[src/swsr_pkg.sv]
package swsr_pkg;

    localparam int unsigned TICK_W  = 22;
    localparam int unsigned BYTE_W  = 8;
    localparam int unsigned BIT_IDX_W = 3;
    localparam int unsigned COUNT_W = 4;
    localparam int unsigned CFG_IDX_W = 3;

    localparam logic [BIT_IDX_W-1:0] LAST_BIT_IDX = 3'd7;
    localparam logic [COUNT_W-1:0]   MAX_FRAME_BYTES = 4'd8;

    localparam logic [21:0] POWER_UP_RST     = 22'd2000000;
    localparam logic [15:0] START_LOW_RST    = 16'd20000;
    localparam logic [7:0]  RELEASE_WAIT_RST = 8'd40;
    localparam logic [7:0]  SAMPLE_DELAY_RST = 8'd40;
    localparam logic [3:0]  BYTE_COUNT_RST   = 4'd5;

    localparam logic [CFG_IDX_W-1:0] CFG_POWER_UP     = 3'd0;
    localparam logic [CFG_IDX_W-1:0] CFG_START_LOW    = 3'd1;
    localparam logic [CFG_IDX_W-1:0] CFG_RELEASE_WAIT = 3'd2;
    localparam logic [CFG_IDX_W-1:0] CFG_SAMPLE_DELAY = 3'd3;
    localparam logic [CFG_IDX_W-1:0] CFG_BYTE_COUNT   = 3'd4;

    typedef enum logic [3:0] {
        PH_IDLE      = 4'd0,
        PH_POWER     = 4'd1,
        PH_START     = 4'd2,
        PH_RELEASE   = 4'd3,
        PH_RESP_LOW  = 4'd4,
        PH_RESP_HIGH = 4'd5,
        PH_BIT_LOW   = 4'd6,
        PH_BIT_DELAY = 4'd7,
        PH_BIT_HIGH  = 4'd8
    } t_phase;

    typedef struct packed {
        logic [21:0] power_up_ticks;
        logic [15:0] start_low_ticks;
        logic [7:0]  release_wait_ticks;
        logic [7:0]  sample_delay_ticks;
        logic [3:0]  byte_count;
    } t_cfg;

    typedef struct packed {
        logic              drive_low;
        logic              byte_valid;
        logic [BYTE_W-1:0] data_byte;
        logic              last_byte;
        logic              busy_res;
    } t_res;

endpackage

[src/swsr_core.sv]
module swsr_core (
    input  logic          i_clk,
    input  logic          i_rst_n,
    input  logic          i_step,
    input  logic          i_pin_level,
    input  logic          i_start_request,
    input  swsr_pkg::t_cfg i_cfg,
    output swsr_pkg::t_res o_res
);

    swsr_pkg::t_phase r_phase, n_phase;
    logic [swsr_pkg::TICK_W-1:0]    r_tick, n_tick;
    logic [swsr_pkg::BYTE_W-1:0]    r_shift, n_shift;
    logic [swsr_pkg::BIT_IDX_W-1:0] r_bit, n_bit;
    logic [swsr_pkg::COUNT_W-1:0]   r_bytes, n_bytes;

    logic [swsr_pkg::TICK_W-1:0]  wait_limit;
    logic                         wait_over;
    logic [swsr_pkg::TICK_W-1:0]  tick_inc;
    logic [swsr_pkg::COUNT_W-1:0] frame_len;
    logic [swsr_pkg::COUNT_W-1:0] bytes_inc;
    logic                         bit_end;
    logic                         byte_done;
    logic                         frame_done;

    // frame length with out-of-range counts clamped
    always_comb begin
        if (i_cfg.byte_count == '0) begin
            frame_len = swsr_pkg::COUNT_W'(1);
        end else if (i_cfg.byte_count > swsr_pkg::MAX_FRAME_BYTES) begin
            frame_len = swsr_pkg::MAX_FRAME_BYTES;
        end else begin
            frame_len = i_cfg.byte_count;
        end
    end

    always_comb begin
        unique case (r_phase)
            swsr_pkg::PH_POWER:     wait_limit = i_cfg.power_up_ticks;
            swsr_pkg::PH_START:     wait_limit = {6'd0, i_cfg.start_low_ticks};
            swsr_pkg::PH_RELEASE:   wait_limit = {14'd0, i_cfg.release_wait_ticks};
            swsr_pkg::PH_BIT_DELAY: wait_limit = {14'd0, i_cfg.sample_delay_ticks};
            default:                wait_limit = '0;
        endcase
    end

    assign wait_over = (r_tick >= wait_limit);
    assign tick_inc  = r_tick + swsr_pkg::TICK_W'(1);
    assign bytes_inc = r_bytes + swsr_pkg::COUNT_W'(1);

    always_comb begin
        n_phase    = r_phase;
        n_tick     = r_tick;
        n_shift    = r_shift;
        n_bit      = r_bit;
        n_bytes    = r_bytes;
        bit_end    = 1'b0;
        byte_done  = 1'b0;
        frame_done = 1'b0;

        unique case (r_phase)
            swsr_pkg::PH_IDLE: begin
                if (i_start_request) begin
                    n_shift = '0;
                    n_bit   = '0;
                    n_bytes = '0;
                    n_phase = swsr_pkg::PH_POWER;
                    n_tick  = '0;
                end
            end
            swsr_pkg::PH_POWER: begin
                if (wait_over) begin
                    n_phase = swsr_pkg::PH_START;
                    n_tick  = '0;
                end else begin
                    n_tick = tick_inc;
                end
            end
            swsr_pkg::PH_START: begin
                if (wait_over) begin
                    n_phase = swsr_pkg::PH_RELEASE;
                    n_tick  = '0;
                end else begin
                    n_tick = tick_inc;
                end
            end
            swsr_pkg::PH_RELEASE: begin
                if (wait_over) begin
                    // no response from the sensor: go straight to the bits
                    n_phase = i_pin_level ? swsr_pkg::PH_BIT_LOW : swsr_pkg::PH_RESP_LOW;
                    n_tick  = '0;
                end else begin
                    n_tick = tick_inc;
                end
            end
            swsr_pkg::PH_RESP_LOW: begin
                if (i_pin_level) begin
                    n_phase = swsr_pkg::PH_RESP_HIGH;
                    n_tick  = '0;
                end
            end
            swsr_pkg::PH_RESP_HIGH: begin
                if (!i_pin_level) begin
                    n_phase = swsr_pkg::PH_BIT_LOW;
                    n_tick  = '0;
                end
            end
            swsr_pkg::PH_BIT_LOW: begin
                if (i_pin_level) begin
                    n_phase = swsr_pkg::PH_BIT_DELAY;
                    n_tick  = '0;
                end
            end
            swsr_pkg::PH_BIT_DELAY: begin
                if (wait_over) begin
                    n_shift = {r_shift[swsr_pkg::BYTE_W-2:0], i_pin_level};
                    if (i_pin_level) begin
                        n_phase = swsr_pkg::PH_BIT_HIGH;
                        n_tick  = '0;
                    end else begin
                        bit_end = 1'b1;
                    end
                end else begin
                    n_tick = tick_inc;
                end
            end
            swsr_pkg::PH_BIT_HIGH: begin
                if (!i_pin_level) begin
                    bit_end = 1'b1;
                end
            end
            default: begin
                n_phase = swsr_pkg::PH_IDLE;
                n_tick  = '0;
            end
        endcase

        // end of a bit: advance bit and byte counts
        if (bit_end) begin
            n_tick = '0;
            if (r_bit == swsr_pkg::LAST_BIT_IDX) begin
                n_bit     = '0;
                n_bytes   = bytes_inc;
                byte_done = 1'b1;
                if (bytes_inc >= frame_len) begin
                    frame_done = 1'b1;
                    n_phase    = swsr_pkg::PH_IDLE;
                end else begin
                    n_phase = swsr_pkg::PH_BIT_LOW;
                end
            end else begin
                n_bit   = r_bit + swsr_pkg::BIT_IDX_W'(1);
                n_phase = swsr_pkg::PH_BIT_LOW;
            end
        end

        o_res.drive_low  = (n_phase == swsr_pkg::PH_START);
        o_res.byte_valid = byte_done;
        o_res.data_byte  = byte_done ? n_shift : '0;
        o_res.last_byte  = frame_done;
        o_res.busy_res   = (n_phase != swsr_pkg::PH_IDLE);
    end

    always_ff @(posedge i_clk) begin
        if (!i_rst_n) begin
            r_phase <= swsr_pkg::PH_IDLE;
            r_tick  <= '0;
            r_shift <= '0;
            r_bit   <= '0;
            r_bytes <= '0;
        end else if (i_step) begin
            r_phase <= n_phase;
            r_tick  <= n_tick;
            r_shift <= n_shift;
            r_bit   <= n_bit;
            r_bytes <= n_bytes;
        end
    end

endmodule

[src/single_wire_sensor_reader.sv]
// single-wire humidity/temperature sensor reader, master side
// input channel: one beat per 1 us tick carrying the sampled line level and a
//   start request; a beat is taken when i_valid is high and o_stall is low
// output channel: exactly one result beat per input beat, in order, taken
//   when o_valid is high and i_stall is low; o_drive_low and o_busy_res give
//   the state after that tick, o_byte_valid marks a completed byte
// config channel: i_cfg_index selects power-up, start-low, release-wait,
//   sample-delay or byte-count (0..4); written when i_cfg_valid and
//   o_cfg_ready are high; o_cfg_ready is always high, write only while no
//   beat is in flight
// output register: a result appears in the cycle after its input beat is taken
// throughput: one beat per cycle while the receiver does not stall; the phase
//   machine and tick counter advance once per taken beat, and the result
//   register is refilled in the same cycle it is emptied
// receiver stall: the result register holds; o_stall rises only while a
//   result is waiting and i_stall is high
// reset (i_rst_n low, synchronous): idle phase, counters cleared, registers
//   back to their defaults, no result pending
module single_wire_sensor_reader (
    input  logic        i_clk,
    input  logic        i_rst_n,

    input  logic        i_valid,
    output logic        o_stall,
    input  logic        i_pin_level,
    input  logic        i_start_request,

    output logic        o_valid,
    input  logic        i_stall,
    output logic        o_drive_low,
    output logic        o_byte_valid,
    output logic [7:0]  o_data_byte,
    output logic        o_last_byte,
    output logic        o_busy_res,

    input  logic        i_cfg_valid,
    output logic        o_cfg_ready,
    input  logic [2:0]  i_cfg_index,
    input  logic [21:0] i_cfg_data
);

    swsr_pkg::t_cfg r_cfg;
    swsr_pkg::t_res core_res;
    swsr_pkg::t_res r_res;
    logic           r_out_valid, n_out_valid;
    logic           in_take;
    logic           out_take;

    // input beat taken; the result slot is free or being emptied this cycle
    assign o_stall  = r_out_valid & i_stall;
    assign in_take  = i_valid & ~o_stall;
    assign out_take = r_out_valid & ~i_stall;

    assign o_cfg_ready = 1'b1;

    // configuration registers, new values take effect at once
    always_ff @(posedge i_clk) begin
        if (!i_rst_n) begin
            r_cfg.power_up_ticks     <= swsr_pkg::POWER_UP_RST;
            r_cfg.start_low_ticks    <= swsr_pkg::START_LOW_RST;
            r_cfg.release_wait_ticks <= swsr_pkg::RELEASE_WAIT_RST;
            r_cfg.sample_delay_ticks <= swsr_pkg::SAMPLE_DELAY_RST;
            r_cfg.byte_count         <= swsr_pkg::BYTE_COUNT_RST;
        end else if (i_cfg_valid && o_cfg_ready) begin
            unique case (i_cfg_index)
                swsr_pkg::CFG_POWER_UP:     r_cfg.power_up_ticks     <= i_cfg_data;
                swsr_pkg::CFG_START_LOW:    r_cfg.start_low_ticks    <= i_cfg_data[15:0];
                swsr_pkg::CFG_RELEASE_WAIT: r_cfg.release_wait_ticks <= i_cfg_data[7:0];
                swsr_pkg::CFG_SAMPLE_DELAY: r_cfg.sample_delay_ticks <= i_cfg_data[7:0];
                swsr_pkg::CFG_BYTE_COUNT:   r_cfg.byte_count         <= i_cfg_data[3:0];
                default: ; // unmapped index, write dropped
            endcase
        end
    end

    // phase machine, tick counter and byte assembly
    swsr_core u_core (
        .i_clk           (i_clk),
        .i_rst_n         (i_rst_n),
        .i_step          (in_take),
        .i_pin_level     (i_pin_level),
        .i_start_request (i_start_request),
        .i_cfg           (r_cfg),
        .o_res           (core_res)
    );

    // result register
    always_comb begin
        n_out_valid = r_out_valid;
        if (in_take) begin
            n_out_valid = 1'b1;
        end else if (out_take) begin
            n_out_valid = 1'b0;
        end
    end

    always_ff @(posedge i_clk) begin
        if (!i_rst_n) begin
            r_out_valid <= 1'b0;
        end else begin
            r_out_valid <= n_out_valid;
        end
    end

    always_ff @(posedge i_clk) begin
        if (in_take) begin
            r_res <= core_res;
        end
    end

    assign o_valid      = r_out_valid;
    assign o_drive_low  = r_res.drive_low;
    assign o_byte_valid = r_res.byte_valid;
    assign o_data_byte  = r_res.data_byte;
    assign o_last_byte  = r_res.last_byte;
    assign o_busy_res   = r_res.busy_res;

endmodule

[config.mk]
export PLATFORM = sky130hd
export DESIGN_NAME = single_wire_sensor_reader
export DESIGN_NICKNAME = d
export VERILOG_FILES = /design/src/swsr_pkg.sv /design/src/swsr_core.sv /design/src/single_wire_sensor_reader.sv
export SDC_FILE = /design/constraint.sdc
export NUM_CORES = 1
export LEC_CHECK = 0
export BUFFER_PORTS_ARGS = -buffer_cell sky130_fd_sc_hd__clkbuf_2
export CORE_MARGIN = 5
export CORE_UTILIZATION = 35
export CTS_CLUSTER_DIAMETER = 50
export CTS_CLUSTER_SIZE = 30
export DETAILED_ROUTE_END_ITERATION = 12
export PLACE_DENSITY_LB_ADDON = 0.2
export REMOVE_ABC_BUFFERS = 1
export SYNTH_ARGS = -nofsm -noshare
export SYNTH_HDL_FRONTEND = slang
export SYNTH_SLANG_ARGS = --single-unit
export TNS_END_PERCENT = 20
[constraint.sdc]
create_clock -name i_clk -period 5.32 [get_ports i_clk]
set_clock_uncertainty 0.05 [all_clocks]
set_input_delay 1.064 -clock i_clk [delete_from_list [all_inputs] [get_ports i_clk]]
set_output_delay 1.064 -clock i_clk [all_outputs]
set_load 0.005 [all_outputs]
==> reports/qor.yml <==
status:
  status: "completed"
finish:
  diodes: 0
  instances_no_fill: 953
  finish.utilization: 0.396
  nNetsFinal: 790
  fill_cells: 1673
  multi_input_area_sq_um: 3220
  layout-drive-gt1-share: 0.119
  area_growth_pct: 12.5
  final-seq-area_sq_um: 2360
global_route:
  grt_pass1_wl_microns: 25000
  antenna_found_initial: 0
  grt_max_degree: 48
  overflow: 0
  groute.usage.overall: 0.155
  grt_pass1_vias: 4948
worst_setup_path:
  critical_path.slowest_cell: "a21boi_1"
  max_stage_delay_ns: 0.90
  reg2regPathDepth: 13
  cp_max_fo: 15
  startpoint_type: "register"
  cp_data_arrival_time_ns: 4.64
  worstReg2RegEnd: "u_core.r_bytes[2]"
  endpoint_kind: "register"
  cp.required_ns: 5.52
  r2r_start: "u_core.r_phase[3]"
  cp_cell_sequence: "inv_2 -> nand2_1 -> nor2_1 -> a22o_1 -> a221oi_1 -> ha_1 -> a41oi_1 -> a211oi_1 -> o41ai_2 -> a21boi_1 -> o211ai_1 -> a21oi_1 -> o21ai_1"
  r2r_slack_ns: 0.88
  critPathKind: "register to register"
sta:
  fmax_mhz: 225
  worst_slew_pin_slew_ns: 1.12
  drv_slew: 0
  period_minus_slack_ns: 4.44
  timing.hold.ws_ns: 0.406
  timing.slew.headroom: 0.252
  rsz0062_at_grt: "no"
  finalHoldViolCount: 0
  postLayoutSetupSlackWorst_ns: 0.878
  setup_violations: 0
  fin_crit_sh: 0.835
  tns_ns: 0
cts:
  cts_buffers: 9
  cts_setup_buffers: 0
  cts_tree: "built"
  clock_sinks: 112
  cts_resized: 0
  path_clk_slew_ns: 0.08
  cts_hold_buffers: 0
  htree_levels: 3
  clk_latency_ns: 0.36
  cts-root-buf: "clkbuf_16"
  clockBufferDepth: 2
synth:
  synth_top_area_cell: "dfxtp_1"
  ys_types: 65
  netlist_area_sq_um: 5780
  async_reset_ff_frac: 0
  ys.flop_type: "dfxtp_1"
  ys_ff_latch: 112
  yosysSeqAreaShare: 0.409
  synthCells: 700
  yosys.area.top_type_share: 0.346
  syn_avg_cell_area_sq_um: 8.25
  synth_edf_count: 12
  synth.area.top_cells: "dfxtp_1 35%, nand2_1 11%, ha_1 6.5%"
  yosys_warnings: 0
worst_hold_path:
  hold_start: "r_cfg[50]"
  hold_end: "r_cfg[50]"
  hold_class: "register to register"
  whs_path_depth: 2
die:
  start_util: 0.352
  rows: 47
  pin_count: 47
  core_sq_um: 16400
  fp.dieW_microns: 138
  die_h_microns: 138
  die-area_sq_um: 19200
routing:
  vias: 5185
  wl_per_cell_microns: 15.5
  drc: 0
  postRouteAntennaNets: 0
  vias_per_cell: 5.44
  routed_wl_microns: 14800
  dr.pass1.iters: 5
  drtIter0Drc: 292
place:
  dp.cells: 937
  portBuffers: 45
  dp_slack_ns: 0.893
  dp.final_hpwl_microns: 10400
  gp_congestion: 0.888
power:
  p_leak_uw: 0.00256
  peakVddDrop_mv: 0.140
  power.density_nw_per_um2: 277
flow_run:
  drv_cap: 0
## logic make-up (layout without fill, tap and decap cells)
| family | after synthesis | in the layout | synth area share |
|---|---|---|---|
| compound gates | 192 | 192 | 0.234 |
| xor+xnor | 4 | 4 | 0.00606 |
| fa+ha+maj | 30 | 30 | 0.0650 |
| buf+inv | 50 | 83 | 0.0355 |
| flops | 112 | 112 | 0.409 |
| mux | 6 | 6 | 0.0104 |
| other cells | 1 | 1 | 0.000649 |
| simple gates | 305 | 305 | 0.239 |
## worst max-delay path, delay by kind of cell, from the launching register on
kind / cells / cell delay [ns]
fa+ha+maj: 1 / 0.32
flops: 1 / 0.44
simple gates: 2 / 0.67
buf+inv: 1 / 0.17
compound gates: 9 / 2.65
## sequential cells by signal, indices dropped and copies added (netlist names)
register	cells
u_core.r_phase	4
u_core.r_shift	8
o_byte_valid	1
o_data_byte	8
o_last_byte	1
o_drive_low	1
r_cfg	58
o_valid	1
o_busy_res	1
u_core.r_bytes	4
u_core.r_tick	22
u_core.r_bit	3
## synthesized netlist by cell type, drive strengths merged (3+ instances only)
library cell,count
a211o,4
dfxtp,100
and2,5
o21ai,25
edfxtp,12
a22o,12
a21oi,61
a31oi,4
nor2,40
a22oi,17
and3,15
o22ai,5
or2,3
nor3,10
nand3b,5
and4,3
or3,4
nand2,167
mux2i,6
nand4,4
nand2b,3
a211oi,6
ha,30
a21o,13
nor2b,11
inv,12
buf,9
nand3,29
clkbuf,29
a32o,18
o31ai,4
a221oi,7
nor4,4
## cells in the final DEF (no fill, tap or decap), types with 10 or more instances in the layout
cell type,netlist,final
dfxtp_1,100,100
a21o_1,13,13
nor2_1,40,40
nand3_1,28,28
a21oi_1,59,59
nand2_1,166,166
a22o_1,12,12
o21ai_0,21,21
edfxtp_1,12,12
ha_1,30,30
inv_1,11,11
buf_4,1,10
a22oi_1,17,17
clkbuf_2,0,45
and3_1,15,15
nor2b_1,11,11
a32o_1,18,18
## power by group
part           leakage, uW  total (uW)  internal, uW  switching, uW
clock network     0.000145         690           369            320
logic              0.00149         223          74.0            149
registers         0.000929         886           872           14.2
total              0.00256        1800          1320            484
## per-stage QoR
step                      instance area, sq um  power [uW]
after CTS                                 6500        1820
after floorplan                           5620        1040
after detailed placement                  6200        1130
after global routing                      6500        1880
after global placement                    6200        1120
final                                     6500        1800
## how the worst max path moves through the flow
stage | endpoint | cells after the start | start
6_report | u_core.r_bytes[2] | 13 | u_core.r_phase[3]
5_1_grt | o_data_byte[5] | 13 | u_core.r_phase[3]
4_1_cts | u_core.r_bytes[2] | 13 | u_core.r_phase[3]
3_5_place_dp | u_core.r_shift[5] | 12 | u_core.r_phase[3]
3_3_place_gp | u_core.r_bytes[2] | 13 | u_core.r_phase[1]
2_1_floorplan | u_core.r_tick[13] | 12 | u_core.r_phase[3]
## layout make-up
type,instances,area share
clock buffers,10,0.0352
multi-input cells,538,0.495
clock inverters,6,0.0104
well taps,220,0.0423
flip-flops and latches,112,0.363
repair buffers,55,0.0462
inverters,12,0.00693
## per-layer routing
metal	routed length [microns]	vias to the layer above	GRT usage
met3	601	16	0.0224
met2	6920	121	0.257
met5	0	-	0
li1	-	2580	-
met4	205	0	0.0499
met1	7080	2468	0.208
Note: power is estimated with default switching activity, not from simulation.
